$ cat src/hw/rtl/ita2_pkg.sv
// Types, constants and code tables of the ITA2 / ASCII shift codec.
// Used by every other file of the block; depends on nothing.
package ita2_pkg;

  localparam int CharW  = 8;
  localparam int AsciiW = 7;
  localparam int CodeW  = 5;
  localparam int OutW   = 7;
  localparam int NCodes = 32;

  localparam int ApbAddrW = 3;
  localparam int ApbDataW = 32;

  localparam logic [0:0] RegDirIdx = 1'b0;

  localparam logic DirEncode = 1'b0;
  localparam logic DirDecode = 1'b1;

  localparam logic [CodeW-1:0] CodeFigs = 5'h1B;
  localparam logic [CodeW-1:0] CodeLtrs = 5'h1F;

  localparam logic [AsciiW-1:0] LowerA    = 7'h61;
  localparam logic [AsciiW-1:0] LowerZ    = 7'h7A;
  localparam logic [AsciiW-1:0] CaseDelta = 7'h20;
  localparam logic [AsciiW-1:0] AsciiQuot = 7'h22;
  localparam logic [AsciiW-1:0] AsciiApos = 7'h27;

  localparam logic [AsciiW-1:0] LtrsTab [NCodes] = '{
    7'h00, 7'h45, 7'h0A, 7'h41, 7'h20, 7'h53, 7'h49, 7'h55,
    7'h0D, 7'h44, 7'h52, 7'h4A, 7'h4E, 7'h46, 7'h43, 7'h4B,
    7'h54, 7'h5A, 7'h4C, 7'h57, 7'h48, 7'h59, 7'h50, 7'h51,
    7'h4F, 7'h42, 7'h47, 7'h00, 7'h4D, 7'h58, 7'h56, 7'h00
  };

  localparam logic [AsciiW-1:0] FigsTab [NCodes] = '{
    7'h00, 7'h33, 7'h0A, 7'h2D, 7'h20, 7'h27, 7'h38, 7'h37,
    7'h0D, 7'h05, 7'h34, 7'h07, 7'h2C, 7'h21, 7'h3A, 7'h28,
    7'h35, 7'h2B, 7'h29, 7'h32, 7'h24, 7'h36, 7'h30, 7'h31,
    7'h39, 7'h3F, 7'h26, 7'h00, 7'h2E, 7'h2F, 7'h3B, 7'h00
  };

  typedef struct packed {
    logic             hit_l;
    logic             hit_f;
    logic [CodeW-1:0] code_l;
    logic [CodeW-1:0] code_f;
  } enc_t;

  typedef struct packed {
    logic [OutW-1:0] out_code;
    logic            last;
  } word_t;

  typedef struct packed {
    logic  vld;
    word_t word;
  } emit_t;

  // Reverse lookup: first code in each shift whose character matches.
  function automatic enc_t enc_lookup(input logic [AsciiW-1:0] a);
    enc_t r;
    r = '0;
    for (int i = 0; i < NCodes; i++) begin
      if (CodeW'(i) != CodeFigs && CodeW'(i) != CodeLtrs) begin
        if (!r.hit_l && LtrsTab[i] == a) begin
          r.hit_l  = 1'b1;
          r.code_l = CodeW'(i);
        end
        if (!r.hit_f && FigsTab[i] == a) begin
          r.hit_f  = 1'b1;
          r.code_f = CodeW'(i);
        end
      end
    end
    return r;
  endfunction

endpackage

$ cat src/hw/rtl/ita2_if.sv
// Valid/ready channel interfaces for input characters and output words.
// Depends on ita2_pkg for the payload widths.
interface ita2_char_if;
  logic                         valid;
  logic                         ready;
  logic [ita2_pkg::CharW-1:0]   in_char;

  modport source (output valid, output in_char, input ready);
  modport sink   (input valid, input in_char, output ready);
endinterface

interface ita2_code_if;
  logic                         valid;
  logic                         ready;
  logic [ita2_pkg::OutW-1:0]    out_code;
  logic                         last;

  modport source (output valid, output out_code, output last, input ready);
  modport sink   (input valid, input out_code, input last, output ready);
endinterface

$ cat src/hw/rtl/ita2_apb_regs.sv
// APB register file of the codec: the direction register.
// Depends on ita2_pkg.
module ita2_apb_regs (
  input  logic                          clk_i,
  input  logic                          rst_ni,
  input  logic                          psel,
  input  logic                          penable,
  input  logic                          pwrite,
  input  logic [ita2_pkg::ApbAddrW-1:0] paddr,
  input  logic [ita2_pkg::ApbDataW-1:0] pwdata,
  output logic [ita2_pkg::ApbDataW-1:0] prdata,
  output logic                          pready,
  output logic                          direction_o
);

  logic       direction_q;
  logic [0:0] reg_idx;
  logic       wr_en;

  assign pready  = 1'b1;
  assign reg_idx = paddr[ita2_pkg::ApbAddrW-1:ita2_pkg::ApbAddrW-1];
  assign wr_en   = psel && penable && pwrite && (reg_idx == ita2_pkg::RegDirIdx);

  always_ff @(posedge clk_i or negedge rst_ni) begin
    if (!rst_ni) begin
      direction_q <= ita2_pkg::DirEncode;
    end else if (wr_en) begin
      direction_q <= pwdata[0];
    end
  end

  always_comb begin
    prdata = '0;
    if (reg_idx == ita2_pkg::RegDirIdx) begin
      prdata[0] = direction_q;
    end
  end

  assign direction_o = direction_q;

endmodule

$ cat src/hw/rtl/ita2_xlate.sv
// Input register, shift state and translation logic of the codec.
// Emits one word per cycle while out_free_i is set. Depends on ita2_pkg, ita2_if.
module ita2_xlate (
  input  logic                  clk_i,
  input  logic                  rst_ni,
  input  logic                  direction_i,
  ita2_char_if.sink             in_i,
  input  logic                  out_free_i,
  output ita2_pkg::emit_t       emit_o
);

  logic                              in_vld_q;
  logic [ita2_pkg::CharW-1:0]        char_q;
  logic                              figs_q;
  logic                              figs_d;
  logic [ita2_pkg::AsciiW-1:0]       a;
  logic [ita2_pkg::CodeW-1:0]        c;
  ita2_pkg::enc_t                    enc;
  ita2_pkg::emit_t                   emit;
  logic                              done;
  logic                              step;
  logic                              pop;

  always_comb begin
    a = char_q[ita2_pkg::AsciiW-1:0];
    if (a inside {[ita2_pkg::LowerA:ita2_pkg::LowerZ]}) begin
      a = a - ita2_pkg::CaseDelta;
    end
    if (a == ita2_pkg::AsciiQuot) begin
      a = ita2_pkg::AsciiApos;
    end
    enc = ita2_pkg::enc_lookup(a);
    c   = char_q[ita2_pkg::CodeW-1:0];

    emit           = '0;
    emit.word.last = 1'b1;
    done           = 1'b0;
    figs_d         = figs_q;

    if (in_vld_q) begin
      if (direction_i == ita2_pkg::DirEncode) begin
        if (enc.hit_l && enc.hit_f && enc.code_l == enc.code_f) begin
          emit.vld           = 1'b1;
          emit.word.out_code = ita2_pkg::OutW'(enc.code_l);
          done               = 1'b1;
        end else if (enc.hit_l) begin
          emit.vld = 1'b1;
          if (figs_q) begin
            // send LTRS first, keep the character until its letter code is sent
            emit.word.out_code = ita2_pkg::OutW'(ita2_pkg::CodeLtrs);
            emit.word.last     = 1'b0;
            figs_d             = 1'b0;
          end else begin
            emit.word.out_code = ita2_pkg::OutW'(enc.code_l);
            done               = 1'b1;
          end
        end else if (enc.hit_f) begin
          emit.vld = 1'b1;
          if (!figs_q) begin
            emit.word.out_code = ita2_pkg::OutW'(ita2_pkg::CodeFigs);
            emit.word.last     = 1'b0;
            figs_d             = 1'b1;
          end else begin
            emit.word.out_code = ita2_pkg::OutW'(enc.code_f);
            done               = 1'b1;
          end
        end else begin
          done = 1'b1;
        end
      end else begin
        done = 1'b1;
        if (c == ita2_pkg::CodeFigs) begin
          figs_d = 1'b1;
        end else if (c == ita2_pkg::CodeLtrs) begin
          figs_d = 1'b0;
        end else begin
          emit.vld           = 1'b1;
          emit.word.out_code = figs_q ? ita2_pkg::FigsTab[c] : ita2_pkg::LtrsTab[c];
        end
      end
    end
  end

  assign step     = in_vld_q && (!emit.vld || out_free_i);
  assign pop      = step && done;
  assign in_i.ready = !in_vld_q || pop;

  assign emit_o.vld  = emit.vld && step;
  assign emit_o.word = emit.word;

  always_ff @(posedge clk_i or negedge rst_ni) begin
    if (!rst_ni) begin
      in_vld_q <= 1'b0;
      figs_q   <= 1'b0;
    end else begin
      if (step) begin
        figs_q <= figs_d;
      end
      if (in_i.valid && in_i.ready) begin
        in_vld_q <= 1'b1;
      end else if (pop) begin
        in_vld_q <= 1'b0;
      end
    end
  end

  always_ff @(posedge clk_i) begin
    if (in_i.valid && in_i.ready) begin
      char_q <= in_i.in_char;
    end
  end

endmodule

$ cat src/hw/rtl/ita2_out_reg.sv
// Output word register of the codec; holds a word while the receiver stalls.
// Depends on ita2_pkg, ita2_if.
module ita2_out_reg (
  input  logic            clk_i,
  input  logic            rst_ni,
  input  ita2_pkg::emit_t emit_i,
  output logic            free_o,
  ita2_code_if.source     out_o
);

  logic            vld_q;
  ita2_pkg::word_t word_q;

  assign free_o = !vld_q || out_o.ready;

  always_ff @(posedge clk_i or negedge rst_ni) begin
    if (!rst_ni) begin
      vld_q <= 1'b0;
    end else if (free_o) begin
      vld_q <= emit_i.vld;
    end
  end

  always_ff @(posedge clk_i) begin
    if (free_o && emit_i.vld) begin
      word_q <= emit_i.word;
    end
  end

  assign out_o.valid    = vld_q;
  assign out_o.out_code = word_q.out_code;
  assign out_o.last     = word_q.last;

endmodule

$ cat src/hw/rtl/ita2_ascii_shift_codec.sv
// ITA2 / ASCII shift codec, top level.
// Depends on ita2_pkg, ita2_if, ita2_apb_regs, ita2_xlate, ita2_out_reg.
//
// Usage:
//   in_i takes one character word per valid/ready handshake; out_o gives
//   result words, each with out_code and last (last marks the final word
//   of one input character). direction (APB register 0, bit 0) selects
//   encode (0, ASCII to ITA2) or decode (1, ITA2 to ASCII); write it only
//   while the block is idle.
//   Path: an accepted character is held in the input register and its word
//   is registered in the output register, the character word behind a
//   FIGS or LTRS code after that code. Throughput: one output word per
//   cycle while the receiver takes them, set by the single output register;
//   a shifted character holds the translation stage for both its words.
//   Characters with no code, and shift codes when decoding, give no word.
//   Reset: shift state returns to letters, direction to encode, both
//   pipeline stages empty.
//   Receiver stall: the output register holds its word and the translation
//   stage holds its character; in_i ready stays low while that character
//   still has a word to give.
module ita2_ascii_shift_codec (
  input  logic                          clk_i,
  input  logic                          rst_ni,
  ita2_char_if.sink                     in_i,
  ita2_code_if.source                   out_o,
  input  logic                          psel,
  input  logic                          penable,
  input  logic                          pwrite,
  input  logic [ita2_pkg::ApbAddrW-1:0] paddr,
  input  logic [ita2_pkg::ApbDataW-1:0] pwdata,
  output logic [ita2_pkg::ApbDataW-1:0] prdata,
  output logic                          pready
);

  logic            direction;
  logic            out_free;
  ita2_pkg::emit_t emit;

  ita2_apb_regs u_regs (
    .clk_i       (clk_i),
    .rst_ni      (rst_ni),
    .psel        (psel),
    .penable     (penable),
    .pwrite      (pwrite),
    .paddr       (paddr),
    .pwdata      (pwdata),
    .prdata      (prdata),
    .pready      (pready),
    .direction_o (direction)
  );

  ita2_xlate u_xlate (
    .clk_i       (clk_i),
    .rst_ni      (rst_ni),
    .direction_i (direction),
    .in_i        (in_i),
    .out_free_i  (out_free),
    .emit_o      (emit)
  );

  ita2_out_reg u_out (
    .clk_i  (clk_i),
    .rst_ni (rst_ni),
    .emit_i (emit),
    .free_o (out_free),
    .out_o  (out_o)
  );

endmodule
$ cat src/flat_wrapper.sv
// flat-port wrapper written by rule: the top's interface ports become plain ports
module ita2_ascii_shift_codec_flat 
  (clk_i, rst_ni, psel, penable, pwrite, paddr, pwdata, prdata, pready, in_i_valid, in_i_in_char, in_i_ready, out_o_valid, out_o_out_code, out_o_last, out_o_ready);
  ita2_char_if in_i_i ();
  ita2_code_if out_o_i ();
  input  logic clk_i;
  input  logic rst_ni;
  input  logic psel;
  input  logic penable;
  input  logic pwrite;
  input  logic [ita2_pkg::ApbAddrW-1:0] paddr;
  input  logic [ita2_pkg::ApbDataW-1:0] pwdata;
  output logic [ita2_pkg::ApbDataW-1:0] prdata;
  output logic pready;
  input wire logic [$bits(in_i_i.valid)-1:0] in_i_valid;
  input wire logic [$bits(in_i_i.in_char)-1:0] in_i_in_char;
  output wire logic [$bits(in_i_i.ready)-1:0] in_i_ready;
  output wire logic [$bits(out_o_i.valid)-1:0] out_o_valid;
  output wire logic [$bits(out_o_i.out_code)-1:0] out_o_out_code;
  output wire logic [$bits(out_o_i.last)-1:0] out_o_last;
  input wire logic [$bits(out_o_i.ready)-1:0] out_o_ready;
  assign in_i_i.valid = in_i_valid;
  assign in_i_i.in_char = in_i_in_char;
  assign in_i_ready = in_i_i.ready;
  assign out_o_valid = out_o_i.valid;
  assign out_o_out_code = out_o_i.out_code;
  assign out_o_last = out_o_i.last;
  assign out_o_i.ready = out_o_ready;
  ita2_ascii_shift_codec u_core (.clk_i(clk_i), .rst_ni(rst_ni), .in_i(in_i_i), .out_o(out_o_i), .psel(psel), .penable(penable), .pwrite(pwrite), .paddr(paddr), .pwdata(pwdata), .prdata(prdata), .pready(pready));
endmodule
$ cat config.mk
export PLATFORM = sky130hd
export DESIGN_NAME = ita2_ascii_shift_codec_flat
export DESIGN_NICKNAME = d
export VERILOG_FILES = /design/src/hw/rtl/ita2_pkg.sv /design/src/hw/rtl/ita2_if.sv /design/src/hw/rtl/ita2_apb_regs.sv /design/src/hw/rtl/ita2_xlate.sv /design/src/hw/rtl/ita2_out_reg.sv /design/src/hw/rtl/ita2_ascii_shift_codec.sv /design/src/flat_wrapper.sv
export SDC_FILE = /design/constraint.sdc
export NUM_CORES = 1
export LEC_CHECK = 0
export BUFFER_PORTS_ARGS = -buffer_cell sky130_fd_sc_hd__buf_2
export CORE_MARGIN = 2
export CORE_UTILIZATION = 59
export DETAILED_ROUTE_END_ITERATION = 6
export PLACE_DENSITY = 0.88
export SYNTH_ARGS = -nofsm -noshare
export SYNTH_HDL_FRONTEND = slang
export SYNTH_SLANG_ARGS = --single-unit
$ cat constraint.sdc
create_clock -name clk_i -period 5.4 [get_ports clk_i]
set_input_delay 0.27 -clock clk_i [delete_from_list [all_inputs] [get_ports clk_i]]
set_output_delay 0.27 -clock clk_i [all_outputs]
set_load 0.02 [all_outputs]
# Yosys cells after proc, flatten, opt, wreduce, memory -nomap -nowiden
# Memory sizes are Yosys's and may differ from the RTL's.
# Index checks and enable logic that the tools add are counted.
[totals]
romBits = 448
mem_count = 2
word_cells = 365
reg_bits = 19
inputBits = 50
[op_classes]
bitwise_logic = 3
addsub = 1
reduce_logical = 137
order_cmp = 3
n_mux = 151
eq_ne = 61
[memory_table]
columns = ["memory", "depth", "width", "rd", "rd_clocked_by_memory_dff", "write_ports", "line", "source"]
rows = [
  ["(no name shown)", 32, 7, 1, 0, 0, "ita2_xlate.sv:78", "emit.word.out_code = figs_q ? ita2_pkg::FigsTab[c] : ita2_pkg::LtrsTab[c];"],
  ["(no name shown)", 32, 7, 1, 0, 0, "ita2_xlate.sv:78", ""],
]
[ops]
columns = ["operator", "n"]
rows = [
  ["2-to-1 mux 5 bit", 58],
  ["equality test 7 bit (first input constant)", 26],
  ["equality test 6 x 7 -> 1 bit (first input constant)", 25],
  ["2-to-1 mux 1 bit", 79],
  ["logical AND 1 bit", 69],
  ["zero test 1 bit", 60],
  ["2-to-1 mux 7 bit", 7],
  ["2-to-1 mux 8 bit", 4],
  ["2-to-1 mux 9 bit", 3],
  ["equality test 3 x 7 -> 1 bit (first input constant)", 2],
  ["equality test 4 x 7 -> 1 bit (first input constant)", 2],
  ["equality test 5 bit (second input constant)", 2],
  ["equality test 7 x 6 -> 1 bit (second input constant)", 1],
  ["greater-or-equal comparator 7 bit (second input constant)", 1],
  ["<= comparator 7 bit (second input constant)", 1],
  ["zero test 7 bit", 1],
  ["subtractor 7 x 6 -> 7 bit (second input constant)", 1],
  ["greater-or-equal comparator 6 bit (second input constant)", 1],
  ["NOT 5 -> 6 bit", 1],
  ["equality test 5 bit", 1],
  ["AND reduction 5 bit", 1],
  ["logical OR 1 bit", 3],
  ["!= test 3 bit (second input constant)", 1],
  ["nonzero test 3 bit", 1],
  ["other kinds (4)", 5],
]

# Logic depth before layout (Yosys ltp)
# Gate-level depths: netlist (run 1).
[depth]
word_depth = 107
ltp_mapped = 14

# Cells and area by module
# Synthesis (run 1) repeated with hierarchy kept, for this count alone.
[hier_totals]
cells_unflattened = 459
area_unflattened_um2 = 3311.9
[modules_own_cells]
columns = ["mod", "n_inst", "seq_area_each_um2", "cells_per_inst", "area_per_inst_um2"]
rows = [
  ["ita2_xlate", 1, 260.2, 409, 2716.4],
  ["ita2_apb_regs", 1, 25.0, 38, 301.5],
  ["ita2_out_reg", 1, 265.3, 12, 294.0],
]

# Worst setup path after synthesis (run 1)
# Ideal clock, no wire load.
[synth_path]
path_kind = "reg-to-reg"
start = "register u_core.u_xlate.char_q[0] in the netlist's numbering"
end = "register u_core.u_xlate.char_q[0] in the netlist's numbering, enable pin"
t_arrival_ns = 3.406
path_stages_with_launch = 13
setup_time_ns = 0.325
path_slack_ns = 1.669
period_less_slack_ns = 3.731
cell_sequence = "edfxtp_1 buf_2 inv_1 ha_1 or4b_1 clkbuf_1 nor3_1 a211oi_1 o311ai_0 and4_1 nand3_1 o311ai_2 o2111a_1"
[synth_between]
elab_chain_cells = 105
[synth_rtl]
columns = ["item", "line", "source"]
rows = [
  ["start, declared", "ita2_xlate.sv:13", "logic [ita2_pkg::CharW-1:0] char_q;"],
  ["start signal, assigned", "ita2_xlate.sv:109", "char_q <= in_i.in_char;"],
  ["greater-or-equal comparator 7 bit / <= comparator 7 bit (equally long branches)", "ita2_xlate.sv:26", "if (a inside {[ita2_pkg::LowerA:ita2_pkg::LowerZ]}) begin"],
  ["logical AND 1 bit", "ita2_xlate.sv:26", ""],
  ["2-to-1 mux 7 bit", "ita2_xlate.sv:26", ""],
  ["equality test 7 x 6 -> 1 bit", "ita2_xlate.sv:29", "if (a == ita2_pkg::AsciiQuot) begin"],
  ["2-to-1 mux 7 bit", "ita2_xlate.sv:29", ""],
  ["zero test 7 bit", "ita2_pkg.sv:65, ita2_pkg.sv:69", ""],
  ["2-to-1 mux 1 bit", "ita2_pkg.sv:65, ita2_pkg.sv:69", ""],
  ["zero test 1 bit", "ita2_pkg.sv:65, ita2_pkg.sv:69", ""],
  ["[89 not listed]", "n/a", ""],
  ["2-to-1 mux 8 bit", "ita2_xlate.sv:41", "if (direction_i == ita2_pkg::DirEncode) begin"],
  ["2-to-1 mux 9 bit", "ita2_xlate.sv:40", "if (in_vld_q) begin"],
  ["zero test 1 bit", "ita2_xlate.sv:84", "assign step = in_vld_q && (!emit.vld || out_free_i);"],
  ["logical OR 1 bit", "ita2_xlate.sv:84", ""],
  ["logical AND 1 bit", "ita2_xlate.sv:84", ""],
  ["logical AND 1 bit (*)", "ita2_xlate.sv:85", "assign pop = step && done;"],
  ["logical OR 1 bit (*)", "ita2_xlate.sv:86", "assign in_i.ready = !in_vld_q || pop;"],
  ["logical AND 1 bit (*)", "ita2_xlate.sv:108", "if (in_i.valid && in_i.ready) begin"],
]
# Mark *: on every way between the ends. The rest lies on a longest branch, timed or not.
# A chain may end at the register's enable or synchronous reset.

# Final worst setup path (run 1)
[layout_path]
start = "register u_core.u_xlate.char_q[1] in the netlist's numbering"
end = "output in_i_ready"
[layout_between]
elab_chain_cells = 104
[layout_rtl]
columns = ["item", "line", "source"]
rows = [
  ["greater-or-equal comparator 7 bit / <= comparator 7 bit (equally long branches)", "ita2_xlate.sv:26", ""],
  ["logical AND 1 bit", "ita2_xlate.sv:26", ""],
  ["2-to-1 mux 7 bit", "ita2_xlate.sv:26", ""],
  ["equality test 7 x 6 -> 1 bit", "ita2_xlate.sv:29", ""],
  ["2-to-1 mux 7 bit", "ita2_xlate.sv:29", ""],
  ["zero test 7 bit", "ita2_pkg.sv:65, ita2_pkg.sv:69", ""],
  ["2-to-1 mux 1 bit", "ita2_pkg.sv:65, ita2_pkg.sv:69", ""],
  ["zero test 1 bit", "ita2_pkg.sv:65, ita2_pkg.sv:69", ""],
  ["[88 not listed]", "n/a", ""],
  ["2-to-1 mux 8 bit", "ita2_xlate.sv:42", "if (enc.hit_l && enc.hit_f && enc.code_l == enc.code_f) begin"],
  ["2-to-1 mux 8 bit", "ita2_xlate.sv:41", ""],
  ["2-to-1 mux 9 bit", "ita2_xlate.sv:40", ""],
  ["zero test 1 bit", "ita2_xlate.sv:84", ""],
  ["logical OR 1 bit", "ita2_xlate.sv:84", ""],
  ["logical AND 1 bit", "ita2_xlate.sv:84", ""],
  ["logical AND 1 bit (*)", "ita2_xlate.sv:85", ""],
  ["logical OR 1 bit (*)", "ita2_xlate.sv:86", ""],
  ["end, declared", "flat_wrapper.sv:17", "output wire logic [$bits(in_i_i.ready)-1:0] in_i_ready;"],
]
# Marked as above.

==> flow_metrics.env, run 1 <==
export IMPL_clockPowerShare=0.083
export IMPL_max_vdd_ir_drop_mv=0.284
export IMPL_max_freq_mhz=215
export IMPL_syn_to_final_growth_pct=3.41
export IMPL_synth_yosys_seq_area_share=0.152
export IMPL_grt_overflow_total=0
export IMPL_outcome="finished, final reports clean"
export IMPL_mostFrequentLayoutCell="nand2_1"
export IMPL_crit_chain="buf_4 > o211a_1 > a2111oi_0 > nor4_1 > a221o_1 > o21ai_2 > nand4_2 > or2_0 > o311ai_2 > o211a_1 > buf_2"
export IMPL_core_sq_mm=0.00592
export IMPL_cts_root_buf="clkbuf_8"
export IMPL_hold_start="in_i_in_char[3]"
export IMPL_worstMarginPinSlew_ps=887
export IMPL_r2r_start="u_core.u_xlate.char_q[1]"
export IMPL_arrival_ps=4370
export IMPL_io_buffer_count=26
export IMPL_end_kind="output pin"
export IMPL_die_area_sq_mm=0.00680
export IMPL_setup_violations=0
export IMPL_postCtsSetupRepairBufs=0
export IMPL_ys_types=87
export IMPL_cap_violations=0
export IMPL_p_int_uw=591
export IMPL_critPathBufInv=2
export IMPL_finalCritPeriodShare=0.860
export IMPL_nets=579
export IMPL_finClkSkew_ps=4.24
export IMPL_drive_gt1_frac=0.140
export IMPL_grt_max_degree=62
export IMPL_num_rows=28
export IMPL_cts_resized=0
export IMPL_rsz0062_at_grt="no"
export IMPL_seq_power_share=0.217
export IMPL_slew_headroom=0.393
export IMPL_vias=4316
export IMPL_cp_start_kind="register"
export IMPL_cp_max_fo=15
export IMPL_drc=0
export IMPL_slew_viol_final=0
export IMPL_max_stage_delay_ps=780
export IMPL_clock_latency_ps=270
export IMPL_comb_power_share=0.700
export IMPL_hpwlAfterDp_microns=9690
export IMPL_grt_util_all_layers=0.389
export IMPL_viasPerCell=7.25
export IMPL_ys_ff_latch=19
export IMPL_finalCriticalPeriod_ps=4640
export IMPL_syn_cell_area_sq_mm=0.00363
export IMPL_wl_microns=12900
export IMPL_place_inst=590
export IMPL_hold_ws_ps=170
export IMPL_synth_flop_cell="edfxtp_1"
export IMPL_cts_buffers=3
export IMPL_netlist_instances=514
export IMPL_slowest_stage="a2111oi_0"
export IMPL_start_util=0.614
export IMPL_mostFrequentLayoutCells="56 x nand2_1, 32 x conb_1, 31 x nor2_1, 31 x o21ai_0, 27 x a21oi_1"
export IMPL_crit_required_ps=5130
export IMPL_cpMostUsedCell="o211a_1"
export IMPL_cts_tree="built"
export IMPL_finalSetupTns_ps=0
export IMPL_wl_per_cell_microns=21.7
export IMPL_p_leak_uw=0.00149
export IMPL_ant_nets=0
export IMPL_h_tree_depth=1
export IMPL_total_power_uw=1330
export IMPL_async_reset_ff_frac=0.211
export IMPL_antenna_cells=0
export IMPL_crit_type="reg -> out"
export IMPL_final_hold_viol_count=0
export IMPL_switching_power_uw=742
export IMPL_swShare=0.557
export IMPL_grt_pass1_wl_microns=20000
export IMPL_design_portCount=93
export IMPL_powerDensity_mw_per_mm2=355
export IMPL_gp_congestion=1.02
export IMPL_crit_path_start="u_core.u_xlate.char_q[1]"
export IMPL_yosys_warnings=0
export IMPL_antenna_found_initial=0
export IMPL_drtPass1Iterations=6
export IMPL_grt_pass1_vias=3765
export IMPL_die_width_microns=82.5
export IMPL_hold_buffers=1
export IMPL_cts_buffer_depth=2
export IMPL_stdcell_area_sq_mm=0.00376
export IMPL_hold_class="in -> reg"
export IMPL_clk_pin_slew_ps=90
export IMPL_dieHeight_microns=82.5
export IMPL_postSynthAreaPerCell_sq_um=7.07
export IMPL_stdcell_count=595
export IMPL_drt_initial_drc_count=654
export IMPL_cts_sinks=19
export IMPL_dpl_cell_area_sq_mm=0.00370
export IMPL_critical_path_top_delay_family="compound AO/OA/AOI/OAI gates"
export IMPL_synth_edf_count=15
==> cell families (layout without fill, tap and decap cells) <==
family	after synthesis	in the layout	share of synthesized area
other	2	32	0.00207
AOI/OAI and AO/OA	177	177	0.355
and+or+nand+nor	214	214	0.317
adders and majority gates	8	8	0.0275
DFF	19	19	0.152
buffers and inverters	89	65	0.129
muxes	5	5	0.0179
==> area by class of cell <==
| cell class | count | area [sq um] |
|---|---|---|
| Clock buffer | 3 | 41.3 |
| Timing Repair Buffer | 46 | 283 |
| Inverter | 15 | 56.3 |
| Fill cell | 554 | 2160 |
| Tap cell | 75 | 93.8 |
| Multi-Input combinational cell | 436 | 2730 |
| Sequential cell | 19 | 551 |
| Clock inverter | 1 | 5.00 |
==> layer usage <==
layer,vias up,track usage,share of wire
met5,-,0,0
met4,0,0.182,0.042
met1,1948,0.519,0.38
met2,377,0.591,0.43
met3,64,0.0880,0.14
li1,1927,-,-
==> worst register-to-register path, cell delays in order, from the launching register on <==
cell and delay, ps:
edfxtp_1 630, buf_4 310, o211a_1 270, a2111oi_0 780, nor4_1 240, a221o_1 380
o21ai_2 120, nand4_2 210, or2_0 390, o311ai_2 430, o2111a_1 500
==> Yosys cell counts, types with 5 or more instances <==
| cell | n | area [sq um] |
|---|---|---|
| or3_1 | 5 | 31.3 |
| nand2b_1 | 11 | 68.8 |
| o21ai_0 | 31 | 155 |
| o21a_1 | 5 | 37.5 |
| nand2_1 | 56 | 210 |
| nor2b_1 | 12 | 75.1 |
| nand3_1 | 18 | 90.1 |
| nor2_1 | 31 | 116 |
| nor4_1 | 5 | 31.3 |
| clkbuf_1 | 34 | 128 |
| o31ai_1 | 6 | 45.0 |
| a31oi_1 | 7 | 43.8 |
| a21oi_1 | 27 | 135 |
| inv_1 | 14 | 52.6 |
| nand3b_1 | 6 | 45.0 |
| buf_2 | 5 | 25.0 |
| edfxtp_1 | 15 | 450 |
| nand4_1 | 11 | 68.8 |
| and3_1 | 10 | 62.6 |
| nor3_1 | 17 | 85.1 |
| o211ai_1 | 13 | 97.6 |
| a211oi_1 | 12 | 90.1 |
| o311ai_0 | 7 | 61.3 |
| ha_1 | 8 | 100 |
| buf_4 | 32 | 240 |
==> power groups by stage <==
| stage | Sequential [uW] | Clock (uW) | Combinational (uW) |
|---|---|---|---|
| floorplan | 278 | 0 | 661 |
| global placement | 284 | 0 | 884 |
| detailed placement | 287 | 0 | 898 |
| CTS | 285 | 109 | 902 |
| global route | 294 | 116 | 1010 |
| finish | 289 | 111 | 934 |
==> path summary, 6_finish.rpt <==
path	endpoint	slack [ps]	depth (start not counted)
setup reg to reg	u_core.u_xlate.char_q[2]	800	10
hold reg to reg	u_core.u_out.out_o.valid	700	2
hold / removal	u_core.u_xlate.char_q[3]	170	1
max in group asynchronous	u_core.u_out.out_o.valid	4910	2
min in group asynchronous	u_core.u_regs.direction_o	360	2
setup / recovery	in_i_ready	760	11
==> registers in the layout, summed over array words and instances, names as in the netlist <==
register,cells
u_core.u_xlate.char_q,7
u_core.u_out.out_o.last,1
u_core.u_out.out_o.valid,1
u_core.u_xlate.in_vld_q,1
u_core.u_out.out_o.out_code,7
u_core.u_regs.direction_o,1
u_core.u_xlate.figs_q,1
==> stage by stage <==
step | utilization | worst slack (ps)
floorplan | - | 1670
finish | 0.635 | 755
detailed placement | 0.625 | 952
global route | 0.635 | 382
CTS | 0.635 | 907
global placement | 0.625 | 1080
Note: power is estimated with default switching activity, not from simulation.
==> inputs of run 2 (changes only) <==
Settings changed: CELL_PAD_IN_SITES_DETAIL_PLACEMENT set to 0, CELL_PAD_IN_SITES_GLOBAL_PLACEMENT set to 1, CORE_UTILIZATION 59 to 42, HOLD_SLACK_MARGIN set to 0.1.
==> flow_metrics.env, run 2 (synthesis results as in run 1) <==
export IMPL_cts_tree="built"
export IMPL_nets=579
export IMPL_num_rows=33
export IMPL_hpwlAfterDp_microns=9340
export IMPL_end_kind="output pin"
export IMPL_finalCritPeriodShare=0.854
export IMPL_setup_violations=0
export IMPL_grt_util_all_layers=0.260
export IMPL_grt_max_degree=51
export IMPL_powerDensity_mw_per_mm2=348
export IMPL_cp_start_kind="register"
export IMPL_total_power_uw=1320
export IMPL_max_freq_mhz=217
export IMPL_die_area_sq_mm=0.00941
export IMPL_arrival_ps=4340
export IMPL_hold_class="in -> reg"
export IMPL_mostFrequentLayoutCell="nand2_1"
export IMPL_cts_buffers=3
export IMPL_syn_to_final_growth_pct=4.44
export IMPL_h_tree_depth=1
export IMPL_start_util=0.438
export IMPL_crit_type="reg -> out"
export IMPL_postCtsSetupRepairBufs=0
export IMPL_slew_headroom=0.510
export IMPL_drive_gt1_frac=0.140
export IMPL_drtPass1Iterations=6
export IMPL_clk_pin_slew_ps=90
export IMPL_grt_pass1_wl_microns=20200
export IMPL_final_hold_viol_count=0
export IMPL_clock_latency_ps=270
export IMPL_drt_initial_drc_count=709
export IMPL_utilization=0.457
export IMPL_hold_ws_ps=164
export IMPL_drc=0
export IMPL_antenna_found_initial=0
export IMPL_p_leak_uw=0.00149
export IMPL_antenna_cells=0
export IMPL_wl_microns=12700
export IMPL_die_width_microns=97.0
export IMPL_vias=4223
export IMPL_core_sq_mm=0.00830
export IMPL_cts_root_buf="clkbuf_8"
export IMPL_cap_violations=0
export IMPL_worstMarginPinSlew_ps=734
export IMPL_cts_sinks=19
export IMPL_cp_max_fo=13
export IMPL_io_buffer_count=26
export IMPL_grt_pass1_vias=3854
export IMPL_mostFrequentLayoutCells="56 x nand2_1, 32 x conb_1, 31 x nor2_1, 31 x o21ai_0, 27 x a21oi_1"
export IMPL_cts_buffer_depth=2
export IMPL_design_portCount=93
export IMPL_outcome="finished, final reports clean"
export IMPL_rsz0062_at_grt="no"
export IMPL_dpl_cell_area_sq_mm=0.00374
export IMPL_slew_viol_final=0
export IMPL_crit_required_ps=5130
export IMPL_wl_per_cell_microns=20.3
export IMPL_dieHeight_microns=97.0
export IMPL_finClkSkew_ps=8.04
export IMPL_gp_congestion=1.00
export IMPL_max_vdd_ir_drop_mv=0.0939
export IMPL_ant_nets=0
export IMPL_viasPerCell=6.76
export IMPL_finalCriticalPeriod_ps=4610
export IMPL_grt_overflow_total=0
export IMPL_stdcell_area_sq_mm=0.00379
export IMPL_finalSetupTns_ps=0
## run 2: per-stage QoR
stage / instances / worst slack (ps)
floorplan: 544 / 1670
global placement: 620 / 1020
detailed placement: 620 / 958
CTS: 625 / 904
global route: 625 / 574
finish: 625 / 786
## run 2: layer usage
metal | wire (microns) | GRT usage | vias up
met5 | 0 | 0 | -
met1 | 5190 | 0.358 | 1949
met4 | 552 | 0.112 | 0
li1 | - | - | 1925
met2 | 5650 | 0.403 | 300
met3 | 1310 | 0.0397 | 49
## run 2: layout make-up
| cell class | count | area (sq um) |
|---|---|---|
| clock buffer | 3 | 41.3 |
| clock inverter | 1 | 5.00 |
| fill | 857 | 4500 |
| inverter | 15 | 56.3 |
| multi-input combinational | 436 | 2730 |
| sequential | 19 | 551 |
| tap | 105 | 131 |
| timing repair buffer | 46 | 283 |
## run 2: worst paths after layout
check | start | to | slack (ps) | depth (start not counted)
setup / recovery | u_core.u_xlate.char_q[0] | in_i_ready | 790 | 12
hold / removal | in_i_in_char[3] | u_core.u_xlate.char_q[3] | 160 | 1
setup reg to reg | u_core.u_xlate.char_q[6] | u_core.u_xlate.char_q[0] | 830 | 10
hold reg to reg | u_core.u_out.out_o.valid | u_core.u_out.out_o.valid | 610 | 2
max in group asynchronous | rst_ni | u_core.u_xlate.in_vld_q | 4940 | 2
min in group asynchronous | rst_ni | u_core.u_out.out_o.valid | 340 | 2
## run 2: report_power, final
group | internal (uW) | switching, uW | total [uW]
Clock | 51.7 | 58.0 | 110
Combinational | 323 | 601 | 924
Sequential | 218 | 68.0 | 286
## run 2: critical path, cell delays in order, from the launching register on
cell and delay, ps:
edfxtp_1 610, inv_1 260, ha_1 320, or4b_1 580, nor3_1 300, a211oi_1 130, o311ai_0 510, buf_4 200
nand4_1 130, nor3_1 410, nand4_1 250, o211a_1 210, buf_2 150
## run 2: what timing repair did
action | 4_1_cts | 5_1_grt
hold buffers | 1 | 0
endpoints found under the hold margin | 4 | 0
gates resized for setup | 0 | 0
